### src/design/dfe_pkg.sv
// ----------------------------------------------------------------------------
// dfe_pkg
// Shared types and constants of the delimited field extractor: character
// codes, status codes, register map, escape phase encoding and result word.
// ----------------------------------------------------------------------------
package dfe_pkg;

    // Fixed sizes of the datapath
    localparam int CHAR_BITS      = 8;
    localparam int FIELD_CAPACITY = 1024;
    localparam int MAX_FIELDS     = 255;
    localparam int WIDTH_BITS     = 10;
    localparam int QUEUE_DEPTH    = 4;
    localparam int APB_ADDR_BITS  = 3;
    localparam int APB_DATA_BITS  = 32;

    typedef logic [CHAR_BITS-1:0]  char_t;
    typedef logic [WIDTH_BITS-1:0] width_t;
    typedef logic [1:0]            status_t;

    // Saturation point of the content width
    localparam width_t WIDTH_MAX = WIDTH_BITS'(FIELD_CAPACITY - 1);

    // Character codes
    localparam char_t CH_NUL   = 8'd0;
    localparam char_t CH_BS    = 8'd8;
    localparam char_t CH_TAB   = 8'd9;
    localparam char_t CH_LF    = 8'd10;
    localparam char_t CH_FF    = 8'd12;
    localparam char_t CH_CR    = 8'd13;
    localparam char_t CH_SPACE = 8'd32;
    localparam char_t CH_QUOTE = 8'd34;
    localparam char_t CH_0     = 8'd48;
    localparam char_t CH_7     = 8'd55;
    localparam char_t CH_B     = 8'd98;
    localparam char_t CH_F     = 8'd102;
    localparam char_t CH_N     = 8'd110;
    localparam char_t CH_R     = 8'd114;
    localparam char_t CH_T     = 8'd116;

    // Status codes of a done word
    localparam status_t ST_OK       = 2'd0;
    localparam status_t ST_NO_QUOTE = 2'd1;
    localparam status_t ST_FEW      = 2'd2;

    // Register indexes
    localparam logic REG_SEPARATOR = 1'b0;
    localparam logic REG_ESCAPE    = 1'b1;

    localparam char_t SEPARATOR_RESET = 8'd44;
    localparam char_t ESCAPE_RESET    = 8'd92;

    // Escape decoder phase
    typedef enum logic [1:0] {
        ESC_NONE  = 2'd0,
        ESC_SEEN  = 2'd1,
        ESC_OCTAL = 2'd2
    } esc_phase_t;

    typedef struct packed {
        char_t separator_char;
        char_t escape_char;
    } cfg_t;

    // One result word
    typedef struct packed {
        logic    clear_first;
        logic    append_valid;
        char_t   out_char;
        logic    field_done;
        status_t status;
        width_t  content_width;
        logic    last_of_item;
    } res_t;

    // Words pushed by the front end in one cycle
    typedef struct packed {
        logic [1:0] count;
        res_t       w0;
        res_t       w1;
    } push_t;

endpackage

### src/design/dfe_in_if.sv
// ----------------------------------------------------------------------------
// dfe_in_if
// Character channel: one line character and the wanted field number per word.
// ----------------------------------------------------------------------------
interface dfe_in_if;
    logic           valid;
    logic           ready;
    dfe_pkg::char_t line_char;
    logic [7:0]     field_number;

    modport source (output valid, output line_char, output field_number, input ready);
    modport sink   (input valid, input line_char, input field_number, output ready);
endinterface

### src/design/dfe_out_if.sv
// ----------------------------------------------------------------------------
// dfe_out_if
// Result channel: append, clear-then-append and done words.
// ----------------------------------------------------------------------------
interface dfe_out_if;
    logic              valid;
    logic              ready;
    logic              clear_first;
    logic              append_valid;
    dfe_pkg::char_t    out_char;
    logic              field_done;
    dfe_pkg::status_t  status;
    dfe_pkg::width_t   content_width;
    logic              last_of_item;

    modport source (output valid, output clear_first, output append_valid,
                    output out_char, output field_done, output status,
                    output content_width, output last_of_item, input ready);
    modport sink   (input valid, input clear_first, input append_valid,
                    input out_char, input field_done, input status,
                    input content_width, input last_of_item, output ready);
endinterface

### src/design/dfe_cfg.sv
// ----------------------------------------------------------------------------
// dfe_cfg
// APB register block holding the separator and escape characters.
// ----------------------------------------------------------------------------
module dfe_cfg
(
    input  logic                               clk,
    input  logic                               rst_n,
    input  logic                               psel,
    input  logic                               penable,
    input  logic                               pwrite,
    input  logic [dfe_pkg::APB_ADDR_BITS-1:0]  paddr,
    input  logic [dfe_pkg::APB_DATA_BITS-1:0]  pwdata,
    output logic [dfe_pkg::APB_DATA_BITS-1:0]  prdata,
    output logic                               pready,
    output dfe_pkg::cfg_t                      cfg
);
    import dfe_pkg::*;

    char_t separator_reg;
    char_t escape_reg;
    logic  wr_en;
    logic  reg_index;

    assign pready    = 1'b1;
    assign wr_en     = psel & penable & pwrite;
    assign reg_index = paddr[2];

    // Register writes
    always_ff @(posedge clk or negedge rst_n)
    begin
        if (!rst_n)
        begin
            separator_reg <= SEPARATOR_RESET;
            escape_reg    <= ESCAPE_RESET;
        end
        else if (wr_en)
        begin
            case (reg_index)
                REG_SEPARATOR: separator_reg <= pwdata[CHAR_BITS-1:0];
                REG_ESCAPE:    escape_reg    <= pwdata[CHAR_BITS-1:0];
                default:       ;
            endcase
        end
    end

    // Read mux
    always_comb
    begin
        case (reg_index)
            REG_SEPARATOR: prdata = APB_DATA_BITS'(separator_reg);
            REG_ESCAPE:    prdata = APB_DATA_BITS'(escape_reg);
            default:       prdata = '0;
        endcase
    end

    assign cfg.separator_char = separator_reg;
    assign cfg.escape_char    = escape_reg;

endmodule

### src/design/dfe_front.sv
// ----------------------------------------------------------------------------
// dfe_front
// Front end: accepts one character a cycle while the queue has room, decodes
// escapes, tracks quotes and separators, and pushes zero, one or two result
// words to the queue.
module dfe_front
(
    input  logic            clk,
    input  logic            rst_n,
    dfe_in_if.sink          in_ch,
    input  dfe_pkg::cfg_t   cfg,
    input  logic            room,
    output dfe_pkg::push_t  push
);
    import dfe_pkg::*;

    // Field tracking state touched by the character handler
    typedef struct packed {
        logic       inside_quotes;
        logic       skipping_blanks;
        logic       fresh_field;
        logic [7:0] separators_seen;
        logic [7:0] wanted_field;
        logic       field_finished;
        width_t     width_count;
    } fstate_t;

    typedef struct packed {
        fstate_t s;
        logic    v;
        res_t    r;
    } hout_t;

    // Append one character, saturating the width
    function automatic hout_t append_char(hout_t h_in, char_t c);
        hout_t h;
        h = h_in;
        h.r.clear_first = (h.s.width_count == '0);
        if (h.s.width_count < WIDTH_MAX)
            h.s.width_count = h.s.width_count + 1'b1;
        h.v               = 1'b1;
        h.r.append_valid  = 1'b1;
        h.r.out_char      = c;
        h.r.field_done    = 1'b0;
        h.r.status        = ST_OK;
        h.r.content_width = h.s.width_count;
        return h;
    endfunction

    // Done word for a failed field
    function automatic hout_t fail_field(hout_t h_in, status_t st);
        hout_t h;
        h = h_in;
        h.s.width_count    = '0;
        h.s.field_finished = 1'b1;
        h.v                = 1'b1;
        h.r.clear_first    = 1'b1;
        h.r.append_valid   = 1'b0;
        h.r.out_char       = CH_NUL;
        h.r.field_done     = 1'b1;
        h.r.status         = st;
        h.r.content_width  = '0;
        return h;
    endfunction

    // Done word for a complete field
    function automatic hout_t done_field(hout_t h_in);
        hout_t h;
        h = h_in;
        h.s.field_finished = 1'b1;
        h.v                = 1'b1;
        h.r.clear_first    = (h.s.width_count == '0);
        h.r.append_valid   = 1'b0;
        h.r.out_char       = CH_NUL;
        h.r.field_done     = 1'b1;
        h.r.status         = ST_OK;
        h.r.content_width  = h.s.width_count;
        return h;
    endfunction

    // Handle one decoded character
    function automatic hout_t handle_char(fstate_t s_in, char_t c, logic esc, char_t sep);
        hout_t h;
        logic  skip;
        h.s  = s_in;
        h.v  = 1'b0;
        h.r  = '0;
        skip = 1'b0;
        if (h.s.field_finished)
            skip = 1'b1;
        else if (h.s.skipping_blanks)
        begin
            if (!esc && c != sep && (c == CH_SPACE || c == CH_TAB))
                skip = 1'b1;
            else
                h.s.skipping_blanks = 1'b0;
        end
        if (!skip)
        begin
            if (c == CH_NUL)
            begin
                // Line end closes the field search
                if (h.s.inside_quotes)
                    h = fail_field(h, ST_NO_QUOTE);
                else if (({1'b0, h.s.separators_seen} + 9'd2) <= {1'b0, h.s.wanted_field})
                    h = fail_field(h, ST_FEW);
                else
                begin
                    if (h.s.fresh_field)
                        h.s.width_count = '0;
                    h.s.separators_seen = h.s.separators_seen + 1'b1;
                    h = done_field(h);
                end
            end
            else if (c == CH_QUOTE)
            begin
                if (esc)
                    h = append_char(h, c);
                else if (h.s.inside_quotes)
                begin
                    h.s.inside_quotes   = 1'b0;
                    h.s.skipping_blanks = 1'b1;
                end
                else
                begin
                    h.s.inside_quotes = 1'b1;
                    h.s.width_count   = '0;
                    h.s.fresh_field   = 1'b0;
                end
            end
            else if (c == sep)
            begin
                if (h.s.inside_quotes)
                    h = append_char(h, c);
                else
                begin
                    h.s.separators_seen = h.s.separators_seen + 1'b1;
                    h.s.fresh_field     = 1'b1;
                    if (h.s.separators_seen < h.s.wanted_field)
                        h.s.width_count = '0;
                    else
                        h = done_field(h);
                end
            end
            else
            begin
                if (h.s.fresh_field)
                begin
                    h.s.width_count = '0;
                    h.s.fresh_field = 1'b0;
                end
                h = append_char(h, c);
            end
        end
        return h;
    endfunction

    function automatic logic is_octal(char_t c);
        return (c >= CH_0) && (c <= CH_7);
    endfunction

    fstate_t    fs_reg, fs_next;
    esc_phase_t phase_reg, phase_next;
    logic [1:0] oct_count_reg, oct_count_next;
    logic [8:0] oct_value_reg, oct_value_next;
    logic       line_started_reg, line_started_next;

    char_t      ch;
    logic       accept;
    logic       init_v;
    logic       plain;
    logic       a_en, b_en;
    char_t      a_char;
    fstate_t    s_mid;
    hout_t      h_a, h_b;
    logic       va, vb;
    res_t       init_word;
    push_t      push_c;

    assign ch          = in_ch.line_char;
    assign in_ch.ready = room;
    assign accept      = in_ch.valid & room;

    // State registers
    always_ff @(posedge clk or negedge rst_n)
    begin
        if (!rst_n)
        begin
            fs_reg           <= '{wanted_field: 8'd1, default: '0};
            phase_reg        <= ESC_NONE;
            oct_count_reg    <= '0;
            oct_value_reg    <= '0;
            line_started_reg <= 1'b0;
        end
        else if (accept)
        begin
            fs_reg           <= fs_next;
            phase_reg        <= phase_next;
            oct_count_reg    <= oct_count_next;
            oct_value_reg    <= oct_value_next;
            line_started_reg <= line_started_next;
        end
    end

    // Per-character step: line start, escape decoder, up to two handler passes
    always_comb
    begin
        s_mid             = fs_reg;
        phase_next        = phase_reg;
        oct_count_next    = oct_count_reg;
        oct_value_next    = oct_value_reg;
        line_started_next = line_started_reg;
        init_v            = 1'b0;
        init_word         = '0;

        // First character of a line resets the field search
        if (!line_started_reg)
        begin
            line_started_next = 1'b1;
            phase_next        = ESC_NONE;
            oct_count_next    = '0;
            oct_value_next    = '0;
            s_mid             = '0;
            s_mid.wanted_field = (32'(in_ch.field_number) > MAX_FIELDS) ?
                                 8'(MAX_FIELDS) : in_ch.field_number;
            if (s_mid.wanted_field == '0)
            begin
                init_v                  = 1'b1;
                init_word.clear_first   = 1'b1;
                init_word.field_done    = 1'b1;
                init_word.status        = ST_OK;
                s_mid.field_finished    = 1'b1;
            end
        end

        // Escape decoder
        a_en   = 1'b0;
        a_char = CH_NUL;
        plain  = 1'b0;
        case (phase_next)
            ESC_SEEN:
            begin
                phase_next = ESC_NONE;
                case (ch)
                    CH_N:    begin a_en = 1'b1; a_char = CH_LF;  end
                    CH_R:    begin a_en = 1'b1; a_char = CH_CR;  end
                    CH_T:    begin a_en = 1'b1; a_char = CH_TAB; end
                    CH_F:    begin a_en = 1'b1; a_char = CH_FF;  end
                    CH_B:    begin a_en = 1'b1; a_char = CH_BS;  end
                    default:
                    begin
                        if (ch != CH_NUL && is_octal(ch))
                        begin
                            oct_value_next = {6'd0, ch[2:0]};
                            oct_count_next = 2'd1;
                            phase_next     = ESC_OCTAL;
                        end
                        else
                        begin
                            a_en   = 1'b1;
                            a_char = ch;
                        end
                    end
                endcase
            end
            ESC_OCTAL:
            begin
                if (is_octal(ch) && oct_count_next < 2'd3)
                begin
                    oct_value_next = {oct_value_next[5:0], 3'b000} + {6'd0, ch[2:0]};
                    oct_count_next = oct_count_next + 1'b1;
                    if (oct_count_next == 2'd3)
                    begin
                        phase_next     = ESC_NONE;
                        oct_count_next = '0;
                        a_en           = 1'b1;
                        a_char         = oct_value_next[CHAR_BITS-1:0];
                    end
                end
                else
                begin
                    // Unfinished octal escape resolves, then the character is plain
                    phase_next     = ESC_NONE;
                    oct_count_next = '0;
                    a_en           = 1'b1;
                    a_char         = oct_value_next[CHAR_BITS-1:0];
                    plain          = 1'b1;
                end
            end
            default: plain = 1'b1;
        endcase

        h_a = handle_char(s_mid, a_char, 1'b1, cfg.separator_char);
        fs_next = a_en ? h_a.s : s_mid;

        // Plain character: escape start or a direct handler pass
        b_en = 1'b0;
        if (plain)
        begin
            if (ch != CH_NUL && ch == cfg.escape_char)
                phase_next = ESC_SEEN;
            else
                b_en = 1'b1;
        end
        h_b = handle_char(fs_next, ch, 1'b0, cfg.separator_char);
        if (b_en)
            fs_next = h_b.s;

        // Raw line end
        if (ch == CH_NUL)
        begin
            line_started_next = 1'b0;
            phase_next        = ESC_NONE;
            oct_count_next    = '0;
        end

        // Collect the result words
        va     = a_en & h_a.v;
        vb     = b_en & h_b.v;
        push_c = '0;
        if (init_v)
        begin
            push_c.count = 2'd1;
            push_c.w0    = init_word;
        end
        else if (va)
        begin
            push_c.w0 = h_a.r;
            if (vb)
            begin
                push_c.count = 2'd2;
                push_c.w1    = h_b.r;
            end
            else
                push_c.count = 2'd1;
        end
        else if (vb)
        begin
            push_c.count = 2'd1;
            push_c.w0    = h_b.r;
        end
        if (push_c.count == 2'd1)
            push_c.w0.last_of_item = 1'b1;
        if (push_c.count == 2'd2)
            push_c.w1.last_of_item = 1'b1;
        if (!accept)
            push_c.count = 2'd0;
        push = push_c;
    end

endmodule

### src/design/dfe_queue.sv
// ----------------------------------------------------------------------------
// dfe_queue
// Result queue between front end and output: takes up to two words a cycle,
// hands out one word a cycle while out_ch.ready is high.
// ----------------------------------------------------------------------------
module dfe_queue
(
    input  logic            clk,
    input  logic            rst_n,
    input  dfe_pkg::push_t  push,
    output logic            room,
    dfe_out_if.source       out_ch
);
    import dfe_pkg::*;

    localparam int PTR_BITS = $clog2(QUEUE_DEPTH);
    localparam int CNT_BITS = PTR_BITS + 1;

    res_t                 slots_reg [QUEUE_DEPTH];
    logic [PTR_BITS-1:0]  wr_ptr_reg, wr_ptr_next;
    logic [PTR_BITS-1:0]  rd_ptr_reg, rd_ptr_next;
    logic [CNT_BITS-1:0]  count_reg, count_next;
    logic [PTR_BITS-1:0]  wr_ptr_plus1;
    logic                 pop;
    res_t                 head;

    assign wr_ptr_plus1 = wr_ptr_reg + 1'b1;
    assign room         = (count_reg <= CNT_BITS'(QUEUE_DEPTH - 2));
    assign pop          = out_ch.valid & out_ch.ready;

    // Pointers and fill count
    always_comb
    begin
        wr_ptr_next = wr_ptr_reg + PTR_BITS'(push.count);
        rd_ptr_next = rd_ptr_reg + PTR_BITS'(pop);
        count_next  = count_reg + CNT_BITS'(push.count) - CNT_BITS'(pop);
    end

    always_ff @(posedge clk or negedge rst_n)
    begin
        if (!rst_n)
        begin
            wr_ptr_reg <= '0;
            rd_ptr_reg <= '0;
            count_reg  <= '0;
        end
        else
        begin
            wr_ptr_reg <= wr_ptr_next;
            rd_ptr_reg <= rd_ptr_next;
            count_reg  <= count_next;
        end
    end

    // Word storage
    always_ff @(posedge clk)
    begin
        if (push.count != 2'd0)
            slots_reg[wr_ptr_reg] <= push.w0;
        if (push.count == 2'd2)
            slots_reg[wr_ptr_plus1] <= push.w1;
    end

    // Head of queue drives the result channel
    assign head                 = slots_reg[rd_ptr_reg];
    assign out_ch.valid         = (count_reg != '0);
    assign out_ch.clear_first   = head.clear_first;
    assign out_ch.append_valid  = head.append_valid;
    assign out_ch.out_char      = head.out_char;
    assign out_ch.field_done    = head.field_done;
    assign out_ch.status        = head.status;
    assign out_ch.content_width = head.content_width;
    assign out_ch.last_of_item  = head.last_of_item;

endmodule

### src/design/delimited_field_extractor.sv
// ----------------------------------------------------------------------------
// delimited_field_extractor
// Pulls one field out of a separated-values line, decoding quotes and escapes.
//
// in_ch carries one line character per word plus the wanted field number,
// which is sampled on the first character of each line; character 0 ends the
// line. out_ch carries append, clear-then-append and done words; the last
// word caused by an input character has last_of_item set. The APB port holds
// the separator (address 0) and escape (address 4) characters; pready is
// always high and writes belong to idle periods.
// The front end takes one character per cycle while the queue has room, and
// its words are written into a four-word queue whose head drives out_ch. A
// character gives zero, one or two words, and the queue drains one word a cycle
// while out_ch.ready is high, so throughput is one character a cycle while the
// results fit that rate. in_ch.ready stays high while the queue has two free
// slots, so a stalled receiver stops input once three or more words are waiting.
// Reset empties the queue, restores the default separator (comma) and escape
// (backslash), and starts a new line.
// ----------------------------------------------------------------------------
module delimited_field_extractor
(
    input  logic                               clk,
    input  logic                               rst_n,
    dfe_in_if.sink                             in_ch,
    dfe_out_if.source                          out_ch,
    input  logic                               psel,
    input  logic                               penable,
    input  logic                               pwrite,
    input  logic [dfe_pkg::APB_ADDR_BITS-1:0]  paddr,
    input  logic [dfe_pkg::APB_DATA_BITS-1:0]  pwdata,
    output logic [dfe_pkg::APB_DATA_BITS-1:0]  prdata,
    output logic                               pready
);
    import dfe_pkg::*;

    cfg_t  cfg;
    push_t push;
    logic  room;

    // Register block
    dfe_cfg u_cfg
    (
        .clk     (clk),
        .rst_n   (rst_n),
        .psel    (psel),
        .penable (penable),
        .pwrite  (pwrite),
        .paddr   (paddr),
        .pwdata  (pwdata),
        .prdata  (prdata),
        .pready  (pready),
        .cfg     (cfg)
    );

    // Character decoder
    dfe_front u_front
    (
        .clk   (clk),
        .rst_n (rst_n),
        .in_ch (in_ch),
        .cfg   (cfg),
        .room  (room),
        .push  (push)
    );

    // Result queue
    dfe_queue u_queue
    (
        .clk    (clk),
        .rst_n  (rst_n),
        .push   (push),
        .room   (room),
        .out_ch (out_ch)
    );

endmodule

### src/flat_wrapper.sv
// flat-port wrapper written by rule: the top's interface ports become plain ports
module delimited_field_extractor_flat import dfe_pkg::*;
  (clk, rst_n, psel, penable, pwrite, paddr, pwdata, prdata, pready, in_ch_valid, in_ch_line_char, in_ch_field_number, in_ch_ready, out_ch_valid, out_ch_clear_first, out_ch_append_valid, out_ch_out_char, out_ch_field_done, out_ch_status, out_ch_content_width, out_ch_last_of_item, out_ch_ready);
  dfe_in_if in_ch_i ();
  dfe_out_if out_ch_i ();
  input  logic clk;
  input  logic rst_n;
  input  logic psel;
  input  logic penable;
  input  logic pwrite;
  input  logic [dfe_pkg::APB_ADDR_BITS-1:0] paddr;
  input  logic [dfe_pkg::APB_DATA_BITS-1:0] pwdata;
  output logic [dfe_pkg::APB_DATA_BITS-1:0] prdata;
  output logic pready;
  input wire logic [$bits(in_ch_i.valid)-1:0] in_ch_valid;
  input wire logic [$bits(in_ch_i.line_char)-1:0] in_ch_line_char;
  input wire logic [$bits(in_ch_i.field_number)-1:0] in_ch_field_number;
  output wire logic [$bits(in_ch_i.ready)-1:0] in_ch_ready;
  output wire logic [$bits(out_ch_i.valid)-1:0] out_ch_valid;
  output wire logic [$bits(out_ch_i.clear_first)-1:0] out_ch_clear_first;
  output wire logic [$bits(out_ch_i.append_valid)-1:0] out_ch_append_valid;
  output wire logic [$bits(out_ch_i.out_char)-1:0] out_ch_out_char;
  output wire logic [$bits(out_ch_i.field_done)-1:0] out_ch_field_done;
  output wire logic [$bits(out_ch_i.status)-1:0] out_ch_status;
  output wire logic [$bits(out_ch_i.content_width)-1:0] out_ch_content_width;
  output wire logic [$bits(out_ch_i.last_of_item)-1:0] out_ch_last_of_item;
  input wire logic [$bits(out_ch_i.ready)-1:0] out_ch_ready;
  assign in_ch_i.valid = in_ch_valid;
  assign in_ch_i.line_char = in_ch_line_char;
  assign in_ch_i.field_number = in_ch_field_number;
  assign in_ch_ready = in_ch_i.ready;
  assign out_ch_valid = out_ch_i.valid;
  assign out_ch_clear_first = out_ch_i.clear_first;
  assign out_ch_append_valid = out_ch_i.append_valid;
  assign out_ch_out_char = out_ch_i.out_char;
  assign out_ch_field_done = out_ch_i.field_done;
  assign out_ch_status = out_ch_i.status;
  assign out_ch_content_width = out_ch_i.content_width;
  assign out_ch_last_of_item = out_ch_i.last_of_item;
  assign out_ch_i.ready = out_ch_ready;
  delimited_field_extractor u_core (.clk(clk), .rst_n(rst_n), .in_ch(in_ch_i), .out_ch(out_ch_i), .psel(psel), .penable(penable), .pwrite(pwrite), .paddr(paddr), .pwdata(pwdata), .prdata(prdata), .pready(pready));
endmodule
### config.mk
export PLATFORM = sky130hd
export DESIGN_NAME = delimited_field_extractor_flat
export DESIGN_NICKNAME = d
export VERILOG_FILES = /design/src/design/dfe_pkg.sv /design/src/design/dfe_in_if.sv /design/src/design/dfe_out_if.sv /design/src/design/dfe_cfg.sv /design/src/design/dfe_front.sv /design/src/design/dfe_queue.sv /design/src/design/delimited_field_extractor.sv /design/src/flat_wrapper.sv
export SDC_FILE = /design/constraint.sdc
export NUM_CORES = 1
export LEC_CHECK = 0
export BUFFER_PORTS_ARGS = -buffer_cell sky130_fd_sc_hd__buf_2
export CELL_PAD_IN_SITES_DETAIL_PLACEMENT = 1
export CELL_PAD_IN_SITES_GLOBAL_PLACEMENT = 1
export CORE_MARGIN = 2
export CORE_UTILIZATION = 51
export DETAILED_ROUTE_END_ITERATION = 8
export PLACE_DENSITY = 0.87
export SLEW_MARGIN = 20
export SYNTH_ARGS = -nofsm -noshare
export SYNTH_HDL_FRONTEND = slang
export SYNTH_SLANG_ARGS = --single-unit
### constraint.sdc
create_clock -name clk -period 34.6 [get_ports clk]
set_clock_uncertainty 0.05 [all_clocks]
set_input_delay 1.73 -clock clk [delete_from_list [all_inputs] [get_ports clk]]
set_output_delay 1.73 -clock clk [all_outputs]
set_load 0.005 [all_outputs]
==> impl_metrics.py <==
metrics = {
    "final_layout": {
        "fin_nets": 1697,
        "largest_reg_flops": 96,
        "synthToLayoutAreaGrowth_pct": 7.46,
        "fillers": 3138,
        "drive_gt1_share_pct": 16.2,
        "diodes": 0,
        "multiInputGateArea_mm2": 0.00868,
        "seqCellArea_mm2": 0.00455,
        "fin_util_pct": 55.5,
    },
    "global_route": {
        "grt_start_max_net_pins": 67,
        "first_global_vias": 13900,
        "antenna_found_initial": 0,
        "track_usage_pct": 36.2,
        "overflow": 0,
        "grt_pass1_wl_um": 80700,
    },
    "cts": {
        "cts_buffers": 17,
        "post_cts_buffers": 0,
        "cts_root_buffer": "clkbuf_16",
        "htreeDepth": 4,
        "path_clk_slew_ns": 0.08,
        "ctsHoldBuffers": 0,
        "cts_resized": 0,
        "cts_sinks": 162,
        "clock_path_buffers": 2,
        "worstSkewPairLatency_ns": 0.44,
        "cts_tree": "built",
    },
    "synthesis": {
        "synth_warnings": 0,
        "ys_ff_latch": 162,
        "synth-async-reset-ratio_pct": 40.7,
        "synth_edf_count": 96,
        "netlist_area_mm2": 0.0139,
        "ys_seq_area_share_pct": 32.7,
        "ys.flop_type": "edfxtp_1",
        "avgSynthCellArea_um2": 8.77,
        "ys_types": 107,
        "netlist_instances": 1584,
    },
    "sta": {
        "slew_viol_final": 0,
        "fmax_ghz": 0.0859,
        "tightest_slew_ns": 1.12,
        "relSlewSlack_pct": 25.0,
        "rsz0062_at_grt": "false",
        "layout_setup_ws_ns": 22.95,
        "hold_violations": 0,
        "finalCriticalPeriod_ns": 11.65,
        "whs_ns": 0.438,
        "fin_tns_setup_ns": 0,
        "finalCritPeriodShare_pct": 33.7,
        "finalSetupViolations": 0,
    },
    "power": {
        "p_total_uw": 950,
        "p_leak_uw": 0.00556,
        "peakVddDrop_mv": 0.0314,
        "powerDensity_mw_per_mm2": 63.6,
    },
    "floorplanning": {
        "row_count": 60,
        "fp.coreArea_mm2": 0.0269,
        "die_x_um": 169,
        "die_h_um": 169,
        "initial_utilization_pct": 51.7,
        "ios": 117,
        "die_area_mm2": 0.0286,
    },
    "routing": {
        "vias_per_cell": 7.12,
        "ant_nets": 0,
        "wirelength_um": 51800,
        "firstDrtPassIters": 8,
        "drcViolationCount": 0,
        "dr_total_vias": 13800,
        "wl_per_cell_um": 26.7,
        "drtIter0Drc": 1623,
    },
    "worst_hold_path": {
        "hold_path_class": "reg2reg",
    },
    "placement": {
        "post-place-ws_ns": 23.11,
        "portBuffers": 65,
        "gp_congestion": 0.985,
        "hpwl_um": 36300,
    },
    "outcome": {
        "status": "complete, no violations",
    },
    "worst_setup_path": {
        "crit_path_top_delay_cell": "ha_1",
        "crit_fanout": 30,
        "critical_path_class": "reg2reg",
        "critPathLaunchType": "register",
        "max_stage_delay_ns": 0.97,
        "crit_path_end_kind": "register",
        "cp_common_cell": "o21a_1",
        "worstPathRequired_ns": 34.70,
        "critPathArrivalTime_ns": 11.74,
    },
    "job": {
        "maxCapViolCount": 0,
    },
}
## cells in the final DEF (no fill, tap or decap), drive strengths merged, types with 23 or more instances in the layout
cell type,n
edfxtp,96
and3,25
xnor2,39
mux2,27
nand3,85
nand4,26
nor2,120
conb,25
buf,93
nand2,178
inv,44
a21oi,74
nor4,24
o21ai,131
and2,23
o211ai,23
o22ai,41
xor2,34
mux4,24
nor3,40
dfrtp,58
ha,54
## per-stage QoR
step | instance area, um2 | instances
after floorplan | 14000 | 1607
after global placement | 14300 | 1906
after detailed placement | 14300 | 1906
after CTS | 14900 | 1938
after global routing | 14900 | 1938
final | 14900 | 1938
## final cells by class
| class | instances | area share (%) |
|---|---|---|
| Clock inverter | 14 | 1.06 |
| Inverter | 37 | 0.930 |
| Clock buffer | 18 | 2.94 |
| Tap cell | 341 | 2.86 |
| Multi-Input combinational cell | 1273 | 58.2 |
| Sequential cell | 162 | 30.5 |
| Timing Repair Buffer | 93 | 3.60 |
## cell usage after synthesis, types with 26 or more instances
cell type  instances  area (um2)
buf_4             26         195
edfxtp_1          96        2880
xnor2_1           38         333
nand3_1           83         415
clkbuf_1          74         278
nor3_1            35         175
inv_1             34         128
ha_1              54         676
o21ai_0          114         571
a21oi_1           70         350
xor2_1            34         298
o22ai_1           38         238
mux2_2            27         304
nand2_1          176         661
nor2_1           117         439
dfrtp_1           58        1450
## final timing paths
kind,end,cells after the start,slack (ns),start
worst max register to register,u_core.u_queue.slots_reg[0][4],32,22.95,u_core.u_front.line_started_reg
min in group asynchronous,u_core.u_queue.rd_ptr_reg[0],1,1.36,rst_n
worst min register to register,u_core.u_front.fs_reg[18],2,0.44,u_core.u_front.fs_reg[18]
max in group asynchronous,u_core.u_front.line_started_reg,1,32.39,rst_n
worst min-delay path,u_core.u_front.fs_reg[18],2,0.44,u_core.u_front.fs_reg[18]
worst max-delay path,u_core.u_queue.slots_reg[0][4],32,22.95,u_core.u_front.line_started_reg
## cell families (layout without fill, tap and decap cells)
| family | count (synthesis) | after routing | share of synthesized area [%] |
|---|---|---|---|
| other | 2 | 25 | 0.0541 |
| and+or+nand+nor | 601 | 601 | 22.1 |
| DFF | 162 | 162 | 32.7 |
| AOI/OAI and AO/OA | 453 | 453 | 22.5 |
| buffers and inverters | 172 | 162 | 5.82 |
| adders and majority gates | 55 | 55 | 5.01 |
| muxes | 66 | 66 | 7.16 |
| xor gates and xnor gates | 73 | 73 | 4.66 |
## layer usage
| layer | global-route usage (%) | part of all wire (%) | vias up |
|---|---|---|---|
| li1 | - | - | 5957 |
| met2 | 61.6 | 48 | 815 |
| met1 | 46.4 | 40 | 6873 |
| met3 | 5.89 | 8.5 | 148 |
| met5 | 0 | 0 | - |
| met4 | 14.1 | 3.7 | 0 |
## critical path: cells and delay by family, from the launching register on
| kind | cells | cell delay, ns |
|---|---|---|
| fa+ha+maj | 4 | 1.92 |
| simple gates | 11 | 3.85 |
| compound gates | 10 | 2.69 |
| xor+xnor | 3 | 0.75 |
| flops | 1 | 0.77 |
| buf+inv | 4 | 1.24 |
## where the power goes
part / internal (uW) / switching [uW] / total, uW / leakage [uW]
Clock: 99.5 / 103 / 203 / 0.000294
Combinational: 166 / 282 / 448 / 0.00358
Sequential: 255 / 44.0 / 299 / 0.00169
Total: 521 / 429 / 950 / 0.00556
Power figures use the tool's default switching activity.
